## src/rtl/kepo_pkg.sv

```systemverilog
// Package for the Kepler orbit oscillator: FSM states, command and status
// structs, register indexes and fixed-point constants. No dependencies.
`timescale 1ns / 1ps
package kepo_pkg;

  typedef enum logic [4:0] {
    ST_IDLE, ST_RSQ, ST_BSQ, ST_Z, ST_H1, ST_H2, ST_H3, ST_H4, ST_H5,
    ST_EC, ST_L, ST_T, ST_G, ST_RAD, ST_S, ST_Q, ST_DONE
  } kepo_state_t;

  typedef struct packed {
    kepo_state_t step;
    logic        go;
    logic        take_in;
    logic        emit;
  } kepo_cmd_t;

  typedef struct packed {
    logic unit_done;
    logic restart;
    logic out_free;
  } kepo_sts_t;

  localparam logic [1:0] CFG_BASE_FREQ = 2'd0;
  localparam logic [1:0] CFG_BASE_ECC  = 2'd1;
  localparam logic [1:0] CFG_FS        = 2'd2;
  localparam logic [1:0] CFG_RADIAN    = 2'd3;

  localparam logic [31:0] COS_C1     = 32'd1324675879;
  localparam logic [31:0] COS_C2     = 32'd272375560;
  localparam logic [31:0] COS_C3     = 32'd22401992;
  localparam logic [31:0] COS_C4     = 32'd987048;
  localparam logic [31:0] COS_C5     = 32'd27060;
  localparam logic [31:0] TWO_PI_Q29 = 32'd3373259426;
  localparam logic [31:0] PI_Q24     = 32'd52707179;

endpackage

```

## src/rtl/kepo_mul.sv

```systemverilog
// Iterative unsigned multiplier, 40 x 32 bits, 8 multiplier bits per cycle.
// Uses no package items.
`timescale 1ns / 1ps
module kepo_mul (
  input  logic        clk,
  input  logic        rst_n,
  input  logic        go,
  input  logic [39:0] a_i,
  input  logic [31:0] b_i,
  output logic        done,
  output logic [63:0] prod
);
  logic [63:0] acc_r;
  logic [63:0] a_r;
  logic [31:0] b_r;
  logic [1:0]  cnt_r;
  logic        busy_r;
  logic        done_r;
  logic [63:0] pp;

  assign pp = a_r * {56'd0, b_r[7:0]};

  always_ff @(posedge clk) begin
    if (!rst_n) begin
      busy_r <= 1'b0;
      done_r <= 1'b0;
      cnt_r  <= 2'd0;
    end else begin
      done_r <= 1'b0;
      if (go) begin
        busy_r <= 1'b1;
        cnt_r  <= 2'd0;
      end else if (busy_r) begin
        cnt_r <= cnt_r + 2'd1;
        if (cnt_r == 2'd3) begin
          busy_r <= 1'b0;
          done_r <= 1'b1;
        end
      end
    end
  end

  always_ff @(posedge clk) begin
    if (go) begin
      acc_r <= 64'd0;
      a_r   <= {24'd0, a_i};
      b_r   <= b_i;
    end else if (busy_r) begin
      acc_r <= acc_r + pp;
      a_r   <= {a_r[55:0], 8'd0};
      b_r   <= {8'd0, b_r[31:8]};
    end
  end

  assign done = done_r;
  assign prod = acc_r;
endmodule

```

## src/rtl/kepo_div.sv

```systemverilog
// Restoring divider, 64-bit dividend by 40-bit divisor, one quotient bit
// per cycle. Uses no package items.
`timescale 1ns / 1ps
module kepo_div (
  input  logic        clk,
  input  logic        rst_n,
  input  logic        go,
  input  logic [63:0] num_i,
  input  logic [39:0] den_i,
  output logic        done,
  output logic [63:0] quo
);
  logic [39:0] rem_r;
  logic [63:0] quo_r;
  logic [39:0] den_r;
  logic [5:0]  cnt_r;
  logic        busy_r;
  logic        done_r;
  logic [40:0] trial;
  logic        fits;

  assign trial = {rem_r, quo_r[63]};
  assign fits  = trial >= {1'b0, den_r};

  always_ff @(posedge clk) begin
    if (!rst_n) begin
      busy_r <= 1'b0;
      done_r <= 1'b0;
      cnt_r  <= 6'd0;
    end else begin
      done_r <= 1'b0;
      if (go) begin
        busy_r <= 1'b1;
        cnt_r  <= 6'd0;
      end else if (busy_r) begin
        cnt_r <= cnt_r + 6'd1;
        if (cnt_r == 6'd63) begin
          busy_r <= 1'b0;
          done_r <= 1'b1;
        end
      end
    end
  end

  always_ff @(posedge clk) begin
    if (go) begin
      rem_r <= 40'd0;
      quo_r <= num_i;
      den_r <= den_i;
    end else if (busy_r) begin
      rem_r <= fits ? 40'(trial - {1'b0, den_r}) : trial[39:0];
      quo_r <= {quo_r[62:0], fits};
    end
  end

  assign done = done_r;
  assign quo  = quo_r;
endmodule

```

## src/rtl/kepo_sqrt.sv

```systemverilog
// Bit-pair integer square root of a 49-bit value, one step per cycle.
// Uses no package items.
`timescale 1ns / 1ps
module kepo_sqrt (
  input  logic        clk,
  input  logic        rst_n,
  input  logic        go,
  input  logic [48:0] x_i,
  output logic        done,
  output logic [24:0] root
);
  logic [48:0] x_r;
  logic [49:0] res_r;
  logic [49:0] bit_r;
  logic        busy_r;
  logic        done_r;
  logic [49:0] trial;
  logic        fits;

  assign trial = res_r + bit_r;
  assign fits  = {1'b0, x_r} >= trial;

  always_ff @(posedge clk) begin
    if (!rst_n) begin
      busy_r <= 1'b0;
      done_r <= 1'b0;
    end else begin
      done_r <= 1'b0;
      if (go) begin
        busy_r <= 1'b1;
      end else if (busy_r && bit_r[0]) begin
        busy_r <= 1'b0;
        done_r <= 1'b1;
      end
    end
  end

  always_ff @(posedge clk) begin
    if (go) begin
      x_r   <= x_i;
      res_r <= 50'd0;
      bit_r <= 50'd1 << 48;
    end else if (busy_r) begin
      if (fits) begin
        x_r   <= 49'({1'b0, x_r} - trial);
        res_r <= {1'b0, res_r[49:1]} + bit_r;
      end else begin
        res_r <= {1'b0, res_r[49:1]};
      end
      bit_r <= {2'd0, bit_r[49:2]};
    end
  end

  assign done = done_r;
  assign root = res_r[24:0];
endmodule

```

## src/rtl/kepo_dp.sv

```systemverilog
// Datapath: configuration registers, orbit state, operand selection for the
// shared multiplier, divider and square root, output register. Uses kepo_pkg.
`timescale 1ns / 1ps
module kepo_dp import kepo_pkg::*; (
  input  logic        clk,
  input  logic        rst_n,
  input  kepo_cmd_t   cmd,
  output kepo_sts_t   sts,
  input  logic [47:0] in_tdata,
  input  logic [2:0]  in_tuser,
  input  logic        out_tready,
  output logic        out_tvalid,
  output logic [55:0] out_tdata,
  input  logic        cfg_we,
  input  logic [1:0]  cfg_addr,
  input  logic [31:0] cfg_wdata
);
  logic [31:0] bf_r;
  logic [15:0] be_r;
  logic [18:0] fs_r;
  logic        rad_r;
  logic [31:0] phase_r;
  logic [31:0] prev_r;
  logic [31:0] f_r;
  logic [15:0] e_r;
  logic [32:0] a_r;
  logic [24:0] b_r;
  logic [30:0] z_r;
  logic [31:0] p_r;
  logic [30:0] cmag_r;
  logic        cneg_r;
  logic [39:0] d7_r;
  logic [25:0] l_r;
  logic [16:0] radius_r;
  logic [41:0] t_r;
  logic [31:0] g_r;
  logic [31:0] pout_r;
  logic [63:0] prod_r;
  logic        out_valid_r;
  logic [16:0] out_radius_r;
  logic [31:0] out_phase_r;

  logic [15:0] e_sel;
  logic [32:0] a_be;
  logic [23:0] h;
  logic        fold_neg;
  logic [24:0] u;
  logic [23:0] mag;
  logic [32:0] s;
  logic        fneg;
  logic [31:0] fmag;
  logic [18:0] fs_eff;

  logic        mul_go, div_go, sq_go;
  logic [39:0] mul_a;
  logic [31:0] mul_b;
  logic [63:0] num;
  logic [39:0] dvs;
  logic [48:0] sq_x;
  logic        mul_done, div_done, sq_done;
  logic [63:0] mprod, quo;
  logic [24:0] sroot;

  logic [31:0] hk_const;
  logic [35:0] c_raw;
  logic [46:0] den;
  logic [32:0] m;
  logic [57:0] qs;
  logic [57:0] sum;
  logic [57:0] sum_abs;
  logic [31:0] frac;
  logic [31:0] phase_nxt;

  assign e_sel = in_tuser[1] ? in_tdata[47:32] : be_r;
  assign a_be  = 33'h1_0000_0000 - (33'(be_r) * 33'(be_r));

  assign h        = phase_r[23] ? 24'(25'h100_0000 - {1'b0, phase_r[23:0]}) : phase_r[23:0];
  assign fold_neg = h > 24'h40_0000;
  // middle quadrants use the distance to the half cycle
  assign u        = fold_neg ? {23'(24'h80_0000 - h), 2'b00} : {h[22:0], 2'b00};

  assign mag    = phase_r[31] ? 24'(32'd0 - phase_r) : phase_r[23:0];
  assign s      = {1'b0, g_r} + {1'b0, prev_r};
  assign fneg   = f_r[31];
  assign fmag   = fneg ? 32'd0 - f_r : f_r;
  assign fs_eff = (fs_r == 19'd0) ? 19'd1 : fs_r;

  always_comb begin
    mul_go = 1'b0;
    div_go = 1'b0;
    sq_go  = 1'b0;
    mul_a  = {15'd0, u};
    mul_b  = {7'd0, u};
    num    = {a_r, 31'd0};
    dvs    = d7_r;
    sq_x   = {a_r, 16'd0};
    case (cmd.step)
      ST_RSQ: begin
        sq_go = cmd.go;
        sq_x  = {a_be, 16'd0};
      end
      ST_BSQ: sq_go = cmd.go;
      ST_Z:   mul_go = cmd.go;
      ST_H1, ST_H2, ST_H3, ST_H4, ST_H5: begin
        mul_go = cmd.go;
        mul_a  = {8'd0, p_r};
        mul_b  = {1'b0, z_r};
      end
      ST_EC: begin
        mul_go = cmd.go;
        mul_a  = {24'd0, e_r};
        mul_b  = {1'b0, cmag_r};
      end
      ST_L: div_go = cmd.go;
      ST_T: begin
        div_go = cmd.go;
        num    = {15'd0, b_r, 24'd0};
        dvs    = {14'd0, l_r};
      end
      ST_G: begin
        div_go = cmd.go;
        num    = {6'd0, t_r, 16'd0};
        dvs    = {14'd0, l_r};
      end
      ST_RAD: begin
        mul_go = cmd.go;
        mul_a  = {16'd0, mag};
        mul_b  = TWO_PI_Q29;
      end
      ST_S: begin
        mul_go = cmd.go;
        mul_a  = {7'd0, s};
        mul_b  = fmag;
      end
      ST_Q: begin
        div_go = cmd.go;
        num    = prod_r;
        dvs    = {12'd0, fs_eff, 9'd0};
      end
      default: ;
    endcase
  end

  kepo_mul u_mul (
    .clk(clk), .rst_n(rst_n), .go(mul_go), .a_i(mul_a), .b_i(mul_b),
    .done(mul_done), .prod(mprod)
  );
  kepo_div u_div (
    .clk(clk), .rst_n(rst_n), .go(div_go), .num_i(num), .den_i(dvs),
    .done(div_done), .quo(quo)
  );
  kepo_sqrt u_sqrt (
    .clk(clk), .rst_n(rst_n), .go(sq_go), .x_i(sq_x),
    .done(sq_done), .root(sroot)
  );

  always_comb begin
    case (cmd.step)
      ST_H1:   hk_const = COS_C4;
      ST_H2:   hk_const = COS_C3;
      ST_H3:   hk_const = COS_C2;
      default: hk_const = COS_C1;
    endcase
  end

  assign c_raw   = 36'h0_4000_0000 - {2'b00, mprod[63:30]};
  assign den     = cneg_r ? 47'h4000_0000_0000 - mprod[46:0]
                          : 47'h4000_0000_0000 + mprod[46:0];
  assign m       = 33'((mprod + 64'h1000_0000) >> 29);

  assign qs      = fneg ? 58'd0 - {2'd0, quo[55:0]} : {2'd0, quo[55:0]};
  assign sum     = {{26{phase_r[31]}}, phase_r} + qs;
  assign sum_abs = sum[57] ? 58'd0 - sum : sum;
  assign frac    = {8'd0, sum_abs[23:0]};
  assign phase_nxt = sum[57] ? 32'd0 - frac : frac;

  always_ff @(posedge clk) begin
    if (!rst_n) begin
      bf_r        <= 32'd0;
      be_r        <= 16'd0;
      fs_r        <= 19'd48000;
      rad_r       <= 1'b1;
      phase_r     <= 32'd0;
      prev_r      <= 32'd65536;
      out_valid_r <= 1'b0;
    end else begin
      if (cfg_we) begin
        case (cfg_addr)
          CFG_BASE_FREQ: bf_r  <= cfg_wdata;
          CFG_BASE_ECC:  be_r  <= cfg_wdata[15:0];
          CFG_FS:        fs_r  <= cfg_wdata[18:0];
          CFG_RADIAN:    rad_r <= cfg_wdata[0];
          default: ;
        endcase
      end
      if (cmd.take_in && in_tuser[2]) phase_r <= 32'd0;
      if (cmd.step == ST_RSQ && sq_done) prev_r <= {15'd0, sroot[24:8]};
      if (cmd.step == ST_Q && div_done) begin
        phase_r <= phase_nxt;
        prev_r  <= g_r;
      end
      if (cmd.emit) begin
        out_valid_r <= 1'b1;
      end else if (out_tready) begin
        out_valid_r <= 1'b0;
      end
    end
  end

  always_ff @(posedge clk) begin
    if (cmd.take_in) begin
      f_r <= in_tuser[0] ? in_tdata[31:0] : bf_r;
      e_r <= e_sel;
      a_r <= 33'h1_0000_0000 - (33'(e_sel) * 33'(e_sel));
    end
    if (cmd.step == ST_BSQ && sq_done) b_r <= sroot;
    if (cmd.step == ST_Z && mul_done) begin
      z_r <= mprod[48:18];
      p_r <= COS_C5;
    end
    if ((cmd.step == ST_H1 || cmd.step == ST_H2 || cmd.step == ST_H3 ||
         cmd.step == ST_H4) && mul_done) begin
      p_r <= hk_const - mprod[61:30];
    end
    if (cmd.step == ST_H5 && mul_done) begin
      cmag_r <= c_raw[35] ? 31'd0 : c_raw[30:0];
      cneg_r <= fold_neg;
    end
    if (cmd.step == ST_EC && mul_done) d7_r <= den[46:7];
    if (cmd.step == ST_L && div_done) begin
      l_r      <= quo[25:0];
      radius_r <= (quo[63:25] != 39'd0) ? 17'h1_FFFF : quo[24:8];
    end
    if (cmd.step == ST_T && div_done) t_r <= quo[41:0];
    if (cmd.step == ST_G && div_done) begin
      g_r <= (quo[63:32] != 32'd0) ? 32'hFFFF_FFFF : quo[31:0];
    end
    if (cmd.step == ST_RAD && mul_done) begin
      pout_r <= rad_r ? (phase_r[31] ? 32'd0 - m[31:0] : m[31:0]) - PI_Q24 : phase_r;
    end
    if (cmd.step == ST_S && mul_done) prod_r <= mprod;
    if (cmd.emit) begin
      out_radius_r <= radius_r;
      out_phase_r  <= pout_r;
    end
  end

  always_comb begin
    sts.unit_done = mul_done | div_done | sq_done;
    sts.restart   = in_tuser[2];
    sts.out_free  = !out_valid_r || out_tready;
  end

  assign out_tvalid = out_valid_r;
  assign out_tdata  = {7'd0, out_phase_r, out_radius_r};
endmodule

```

## src/rtl/kepo_ctrl.sv

```systemverilog
// Sequencer for one sample: steps the shared units through the orbit
// computation. Uses kepo_pkg.
`timescale 1ns / 1ps
module kepo_ctrl import kepo_pkg::*; (
  input  logic      clk,
  input  logic      rst_n,
  input  logic      in_tvalid,
  output logic      in_tready,
  input  kepo_sts_t sts,
  output kepo_cmd_t cmd
);
  kepo_state_t state_r, state_nxt;
  logic        issued_r, issued_nxt;
  logic        is_unit;

  assign is_unit = (state_r != ST_IDLE) && (state_r != ST_DONE);

  always_ff @(posedge clk) begin
    if (!rst_n) begin
      state_r  <= ST_IDLE;
      issued_r <= 1'b0;
    end else begin
      state_r  <= state_nxt;
      issued_r <= issued_nxt;
    end
  end

  always_comb begin
    state_nxt  = state_r;
    issued_nxt = is_unit && !sts.unit_done;
    case (state_r)
      ST_IDLE: if (in_tvalid) state_nxt = sts.restart ? ST_RSQ : ST_BSQ;
      ST_RSQ:  if (sts.unit_done) state_nxt = ST_BSQ;
      ST_BSQ:  if (sts.unit_done) state_nxt = ST_Z;
      ST_Z:    if (sts.unit_done) state_nxt = ST_H1;
      ST_H1:   if (sts.unit_done) state_nxt = ST_H2;
      ST_H2:   if (sts.unit_done) state_nxt = ST_H3;
      ST_H3:   if (sts.unit_done) state_nxt = ST_H4;
      ST_H4:   if (sts.unit_done) state_nxt = ST_H5;
      ST_H5:   if (sts.unit_done) state_nxt = ST_EC;
      ST_EC:   if (sts.unit_done) state_nxt = ST_L;
      ST_L:    if (sts.unit_done) state_nxt = ST_T;
      ST_T:    if (sts.unit_done) state_nxt = ST_G;
      ST_G:    if (sts.unit_done) state_nxt = ST_RAD;
      ST_RAD:  if (sts.unit_done) state_nxt = ST_S;
      ST_S:    if (sts.unit_done) state_nxt = ST_Q;
      ST_Q:    if (sts.unit_done) state_nxt = ST_DONE;
      ST_DONE: if (sts.out_free) state_nxt = ST_IDLE;
      default: state_nxt = ST_IDLE;
    endcase
  end

  always_comb begin
    cmd.step    = state_r;
    cmd.go      = is_unit && !issued_r;
    cmd.take_in = (state_r == ST_IDLE) && in_tvalid;
    cmd.emit    = (state_r == ST_DONE) && sts.out_free;
    in_tready   = (state_r == ST_IDLE);
  end
endmodule

```

## src/rtl/kepler_orbit_oscillator.sv

```systemverilog
// Top level of the Kepler orbit oscillator: sequencer plus datapath.
// Uses kepo_pkg, kepo_ctrl, kepo_dp.
// One sample at a time; the time from acceptance to out_tvalid is set by
// four divider steps (1 quotient bit per cycle), the square-root steps and
// nine multiply steps. The next sample is taken only after the result has
// moved to the output register, which waits while the output stalls.
// Synchronous active-low reset restores phase 0, rate 1.0, defaults.
`timescale 1ns / 1ps
module kepler_orbit_oscillator import kepo_pkg::*; (
  input  logic        clk,
  input  logic        rst_n,
  input  logic        in_tvalid,
  output logic        in_tready,
  input  logic [47:0] in_tdata,   // sample_frequency, sample_eccentricity
  input  logic [2:0]  in_tuser,   // frequency_from_input, eccentricity_from_input, restart
  output logic        out_tvalid,
  input  logic        out_tready,
  output logic [55:0] out_tdata,  // radius, phase, zero fill
  input  logic        cfg_we,
  input  logic [1:0]  cfg_addr,
  input  logic [31:0] cfg_wdata
);
  kepo_cmd_t cmd;
  kepo_sts_t sts;

  kepo_ctrl u_ctrl (
    .clk(clk), .rst_n(rst_n), .in_tvalid(in_tvalid), .in_tready(in_tready),
    .sts(sts), .cmd(cmd)
  );

  kepo_dp u_dp (
    .clk(clk), .rst_n(rst_n), .cmd(cmd), .sts(sts),
    .in_tdata(in_tdata), .in_tuser(in_tuser),
    .out_tready(out_tready), .out_tvalid(out_tvalid), .out_tdata(out_tdata),
    .cfg_we(cfg_we), .cfg_addr(cfg_addr), .cfg_wdata(cfg_wdata)
  );
endmodule

```

## config.mk

```make
export PLATFORM = sky130hd
export DESIGN_NAME = kepler_orbit_oscillator
export DESIGN_NICKNAME = d
export VERILOG_FILES = /design/src/rtl/kepo_pkg.sv /design/src/rtl/kepo_mul.sv /design/src/rtl/kepo_div.sv /design/src/rtl/kepo_sqrt.sv /design/src/rtl/kepo_dp.sv /design/src/rtl/kepo_ctrl.sv /design/src/rtl/kepler_orbit_oscillator.sv
export SDC_FILE = /design/constraint.sdc
export NUM_CORES = 2
export LEC_CHECK = 0
export ABC_AREA = 1
export CORE_ASPECT_RATIO = 1.25
export CORE_UTILIZATION = 60
export CTS_CLUSTER_DIAMETER = 100
export DETAILED_ROUTE_END_ITERATION = 8
export DONT_BUFFER_PORTS = 1
export GPL_TIMING_DRIVEN = 0
export MAX_ROUTING_LAYER = met4
export PLACE_DENSITY = 0.91
export SLEW_MARGIN = 10
export SYNTH_ARGS = -nofsm -noshare
export SYNTH_HDL_FRONTEND = slang
export SYNTH_SLANG_ARGS = --single-unit
```

## constraint.sdc

```tcl
create_clock -name clk -period 6.51 [get_ports clk]
set_input_delay 0.3255 -clock clk [delete_from_list [all_inputs] [get_ports clk]]
set_output_delay 0.3255 -clock clk [all_outputs]
set_load 0.005 [all_outputs]
```

### Word-level counts from Yosys, hierarchy flattened

Cells that the tools add are included.

* register bits: 1084
* input bits: 90
* output and inout bits: 58
* logic and storage cells: 247

* add/subtract/negate cells: 25
* $mul: 3
* order comparisons: 3
* equal/unequal tests: 39
* muxes and demuxes: 71
* bitwise gates (word level): 5
* reductions and logical operators: 57

Operators by type and width (count)
* 2-to-1 mux 32 bit: 13
* 2-to-1 mux 49 bit: 4
* one-hot mux 64 bit (3 select lines): 1
* one-hot mux 33 bit (4 select lines): 1
* 2-to-1 mux 64 bit: 2
* one-hot mux 32 bit (4 select lines): 1
* 2-to-1 mux 40 bit: 3
* one-hot mux 31 bit (3 select lines): 1
* 2-to-1 mux 5 bit: 17
* one-hot mux 5 bit (17 select lines): 1
* one-hot mux 40 bit (2 select lines): 1
* 2-to-1 mux 24 bit: 3
* subtractor 1 x 24 -> 24 bit, first input constant: 3
* subtractor 33 x 32 -> 33 bit, first input constant: 2
* adder 64 bit: 1
* multiplier 16 x 16 -> 32 bit: 2
* multiplier 64 x 8 -> 64 bit: 1
* subtractor 1 x 32 -> 32 bit, first input constant: 2
* adder 61 x 29 -> 61 bit, second input constant: 1
* adder 58 bit: 1
* 2-to-1 mux 58 bit: 1
* subtractor 1 x 56 -> 57 bit, first input constant: 1
* adder 49 x 49 -> 50 bit: 1
* adder 50 x 49 -> 50 bit: 1
* other kinds (52): 138

### Depth between registers and ports, before layout

* depth after elaboration: 8
* depth in mapped cells: 43
* gate-level depth less buffers: 42

### Modules after synthesis

A second synthesis with hierarchy kept.

* cells, all modules: 14280
* area, all modules: 104141.1 um^2

By module, submodules not included
* kepo_dp: times used 1, cells an instance 6966, area each 55119.1 um^2
* kepo_mul: times used 1, cells an instance 3661, area each 25294.3 um^2
* kepo_sqrt: times used 1, cells an instance 2209, area each 13675.6 um^2
* kepo_div: times used 1, cells an instance 1341, area each 9477.8 um^2
* kepo_ctrl: times used 1, cells an instance 103, area each 574.3 um^2

### Least setup slack after synthesis

No wires, ideal clock.

* path type: input to register
* start: input port in_tuser[1]
* end: register u_dp.a_r[32], data pin
* library setup time: 0.276 ns
* arrival: 6.470 ns
* data required time: 6.234 ns
* slack: -0.235 ns
* cell stages on the path: 27
* path buffers: 2
* path through: clkbuf_1 clkbuf_1 nand2_1 o21ai_1 clkinv_1 nand2_1 fa_1 fa_1 inv_1 fa_1 inv_1 fa_1 fa_1 inv_1 fa_1 inv_1 ha_1 nand2_1 o21a_1 nor3_1 a2111oi_0 nand3_1 nand3_1 nand2_1 nand4_1 o311ai_0 xor2_1

* cells in the longest elaborated chain, start to end: 3

Ends and longest elaborated chain
* from (decl): line kepler_orbit_oscillator.sv:15 `input logic [2:0] in_tuser,`
* 2-to-1 mux 16 bit: line kepo_dp.sv:74 `assign e_sel = in_tuser[1] ? in_tdata[47:32] : be_r;`
* net u_dp.e_sel[12]: line kepo_dp.sv:43 `logic [15:0] e_sel;`
* multiplier 16 x 16 -> 32 bit: line kepo_dp.sv:214 `a_r <= 33'h1_0000_0000 - (33'(e_sel) * 33'(e_sel));`
* subtractor 33 x 32 -> 33 bit: line kepo_dp.sv:214
* to (signal assigned): line kepo_dp.sv:214
* to (decl): line kepo_dp.sv:26 `logic [32:0] a_r;`

The timed path passes the listed nets, and every way through them passes these cells.
A chain may end at the register's enable or synchronous reset.

### Final worst setup path

* start: register u_dp.u_div.quo_r[0] (netlist: u_dp.u_div.quo[0])
* end: register u_dp.phase_r[18]

* cells in the longest elaborated chain, start to end: 8

Ends and longest elaborated chain
* from (decl): line kepo_div.sv:14 `logic [63:0] quo_r;`
* from (signal assigned): line kepo_div.sv:48 `quo_r <= num_i;`
* from (signal assigned): line kepo_div.sv:52 `quo_r <= {quo_r[62:0], fits};`
* subtractor 1 x 56 -> 57 bit: line kepo_dp.sv:171 `assign qs = fneg ? 58'd0 - {2'd0, quo[55:0]} : {2'd0, quo[55:0]};`
* 2-to-1 mux 58 bit *: line kepo_dp.sv:171
* adder 58 bit *: line kepo_dp.sv:172 `assign sum = {{26{phase_r[31]}}, phase_r} + qs;`
* subtractor 1 x 24 -> 24 bit: line kepo_dp.sv:173 `assign sum_abs = sum[57] ? 58'd0 - sum : sum;`
* 2-to-1 mux 24 bit: line kepo_dp.sv:173
* subtractor 1 x 24 -> 25 bit: line kepo_dp.sv:175 `assign phase_nxt = sum[57] ? 32'd0 - frac : frac;`
* 2-to-1 mux 32 bit *: line kepo_dp.sv:175
* 2-to-1 mux 32 bit *: line kepo_dp.sv:198 `if (cmd.step == ST_Q && div_done) begin`
* to (signal assigned): line kepo_dp.sv:199 `phase_r <= phase_nxt;`
* to (decl): line kepo_dp.sv:22 `logic [31:0] phase_r;`

Every way passes the cells marked *; elsewhere a longest branch is shown, timed or not.

==> impl_metrics.yaml <==
run_status:
  outcome: "finished, violations left"
  failed_checks: "design-rule violations, negative hold slack, negative setup slack"
die:
  fp.dieW_um: 362.0
  start_util_pct: 60.64
  rows: 164
  design.die.area_um2: 163600
  pin_count: 148
  die_h_um: 452.0
  fp.coreArea_um2: 160300
timing:
  min_period_ns: 6.526
  hold_ws_ns: -0.01602
  grt_setup_unrepaired: "yes"
  fin_crit_sh_pct: 100.2
  fmax_mhz: 153.2
  relSlewSlack_pct: 4.010
  fin_worst_skew_ns: 0.06740
  setup_viol: 2
  worstMarginPinSlew_ns: 1.440
  hold_viol: 1
  setup_ws_ns: -0.01622
  maxSlewViolCount: 0
synth:
  syn_inst: 12510
  synth_compound_area_share_pct: 12.77
  synth_top_area_share_pct: 22.43
  synthXorXnorAreaFrac_pct: 3.860
  synthMuxAreaShare_pct: 0.01030
  synth_cell_type_count: 75
  yosys.area_share.simple_pct: 19.64
  netlist_area_um2: 97180
  ys.flop_type: "edfxtp_1"
  synth-seq-cells: 1075
  synth_async_sr_flop_share_pct: 0
  synth_fa_ha_area_share_pct: 23.03
  synth_top_cells_by_area: "edfxtp_1 22%, fa_1 16%, nand2_1 11%, inv_1 9.0%, dfxtp_1 7.2%"
  synth_edf_count: 726
  yosysTopAreaCell: "edfxtp_1"
  syn_area_per_cell_um2: 7.766
  synth_warnings: 0
  synth_top_family_by_area: "adder cells"
  ys_seq_area_share_pct: 29.62
finish:
  syn_to_final_growth_pct: 10.79
  nets: 14240
  fillers: 13020
  layout_common_cells: "2761 x nand2_1, 2315 x inv_1, 937 x nor2_1"
  multi_input_area_um2: 58700
  final_common_cell: "nand2_1"
  register_area_um2: 28830
  drive_gt1_share_pct: 6.368
  fin_util_pct: 67.19
  fin_area_um2: 107700
clock_tree:
  h-tree-depth: 3
  cts_sinks: 1075
  cts_tree: "built"
  clk_pin_slew_worst_paths_ns: 0.07
  cts_buffer_depth: 3
  cts_root_buffer: "clkbuf_16"
  clkLatencyLatePin_ns: 0.86
  cts_made_buffers: 113
placed_design:
  io_buffer_count: 0
  dp_hpwl_um: 308500
  pre_cts_slack_ns: -1.633
  dpl-instance-area_um2: 100500
  place_congestion: 1.156
flow_run:
  maxCapViolations: 0
worst_setup_path:
  crit_slowest_cell: "edfxtp_1"
  cp_max_fo: 6
  worstSetupEndpointType: "flop"
  arrival_ns: 7.28
  cp-start-kind: "flop"
  path_class: "flop to flop"
  max_stage_delay_ns: 0.52
  path_common_cell: "nand2_1"
  worstPathRequired_ns: 7.27
routing:
  drtPass1Iterations: 9
  wirelength_um: 392900
  drc: 32
  avgViaCountPerCell: 6.092
  post_drt_wl_per_cell_um: 25.95
  route.vias.total: 92230
  ant_nets: 0
  drt_iter0_markers: 11160
global_route:
  grt_antenna_before_repair: 46
  track_usage_pct: 48.55
  grt_pass1_wl_um: 563300
  grt_pass1_vias: 90550
  grt-ovfl-total: 0
  grt_start_max_net_pins: 55
min_path:
  hold_class: "input port to flop"
[worst paths after layout]
path | from | to | slack, ns | depth (start not counted)
worst min register to register | u_dp.pout_r[11] | u_dp.out_phase_r[11] | 0.42 | 0
worst max-delay path | u_dp.u_div.quo[0] | u_dp.phase_r[18] | -0.02 | 36
worst max register to register | u_dp.u_div.quo[0] | u_dp.phase_r[18] | -0.02 | 36
worst min-delay path | in_tuser[2] | u_ctrl.state_r[0] | -0.02 | 4
[synthesized netlist by cell type (all sizes together) (13+ instances only)]
library cell  count
a21boi           28
a21o             29
a21oi           941
a221oi           13
a22o             16
a22oi            54
a31oi            87
buf             101
clkbuf          362
dfxtp           349
edfxtp          726
fa              770
ha              557
inv            2354
nand2          2831
nand3           426
nand3b           25
nand4            94
nor2           1017
nor3            122
nor4             45
o211ai           59
o21a             48
o21ai           840
o21bai           28
o221ai           24
o31ai            17
or2              34
xnor2           120
xor2            304
[timing repair]
action,in CTS,in global routing
gates resized for setup,183,238
pin swaps,12,58
cloned,0,2
hold buffers,78,0
hold endpoints to repair,123,0
setup endpoints to repair,133,142
buffers inserted,43,57
[worst max-delay path, delay by kind of cell, from the launching register on]
family	cells	cell delay [ns]
compound gates	2	0.33
flops	1	0.52
fa+ha+maj	1	0.28
buf+inv	4	0.63
xor+xnor	1	0.19
simple gates	28	4.48
[logic make-up (layout without fill, tap and decap cells)]
kind of cell,after synthesis,after routing
xor gates and xnor gates,424,424
adders and majority gates,1327,1327
muxes,1,1
DFF,1075,1075
AOI/OAI and AO/OA,2244,2244
buffers and inverters,2827,3230
other,1,66
and+or+nand+nor,4615,4615
[registers in the layout (all words and copies together), names as in the netlist, 26 cells and up]
register and cells:
u_dp.out_phase_r 32, u_dp.u_mul.a_r 64, u_dp.a_r 32, u_dp.u_div.rem_r 40
u_dp.g_r 32, u_dp.p_r 32, u_dp.l_r 26, u_dp.f_r 32
u_dp.z_r 31, u_dp.u_sqrt.x_r 49, u_dp.pout_r 32, u_dp.u_mul.prod 64
u_dp.u_mul.b_r 32, u_dp.prod_r 64, u_dp.d7_r 40, u_dp.u_sqrt.res_r 50
u_dp.u_div.den_r 40, u_dp.u_div.quo 64, u_dp.t_r 42, u_dp.cmag_r 31
u_dp.bf_r 32, u_dp.prev_r 32
[through the flow]
step           std cells  setup TNS, ns
2_1_floorplan      12520              0
3_3_place_gp       14680        -385.65
3_5_place_dp       14700        -105.30
4_1_cts            15020              0
5_1_grt            15120         -1.793
6_report           15140       -0.03125
[cell type report]
type,count,share of cell area (%)
tap,2158,2.508
clock inverter,80,1.023
buffer,446,2.029
sequential,1075,26.78
clock buffer,136,2.804
antenna,59,0.1371
multi-input combinational,8618,54.52
timing repair buffer,204,1.944
inverter,2364,8.260
[routing by layer]
layer / GRT usage [%] / routed length, um / up-vias
met5: - / 0 / -
li1: - / - / 40670
met1: 50.02 / 126200 / 43200
met2: 75.39 / 176700 / 6145
met3: 13.47 / 43750 / 2216
met4: 44.32 / 46320 / 0
Power is left out: the tool's default activity adds up to more than one toggle a clock period on the data nets, which glitch-free logic cannot reach.
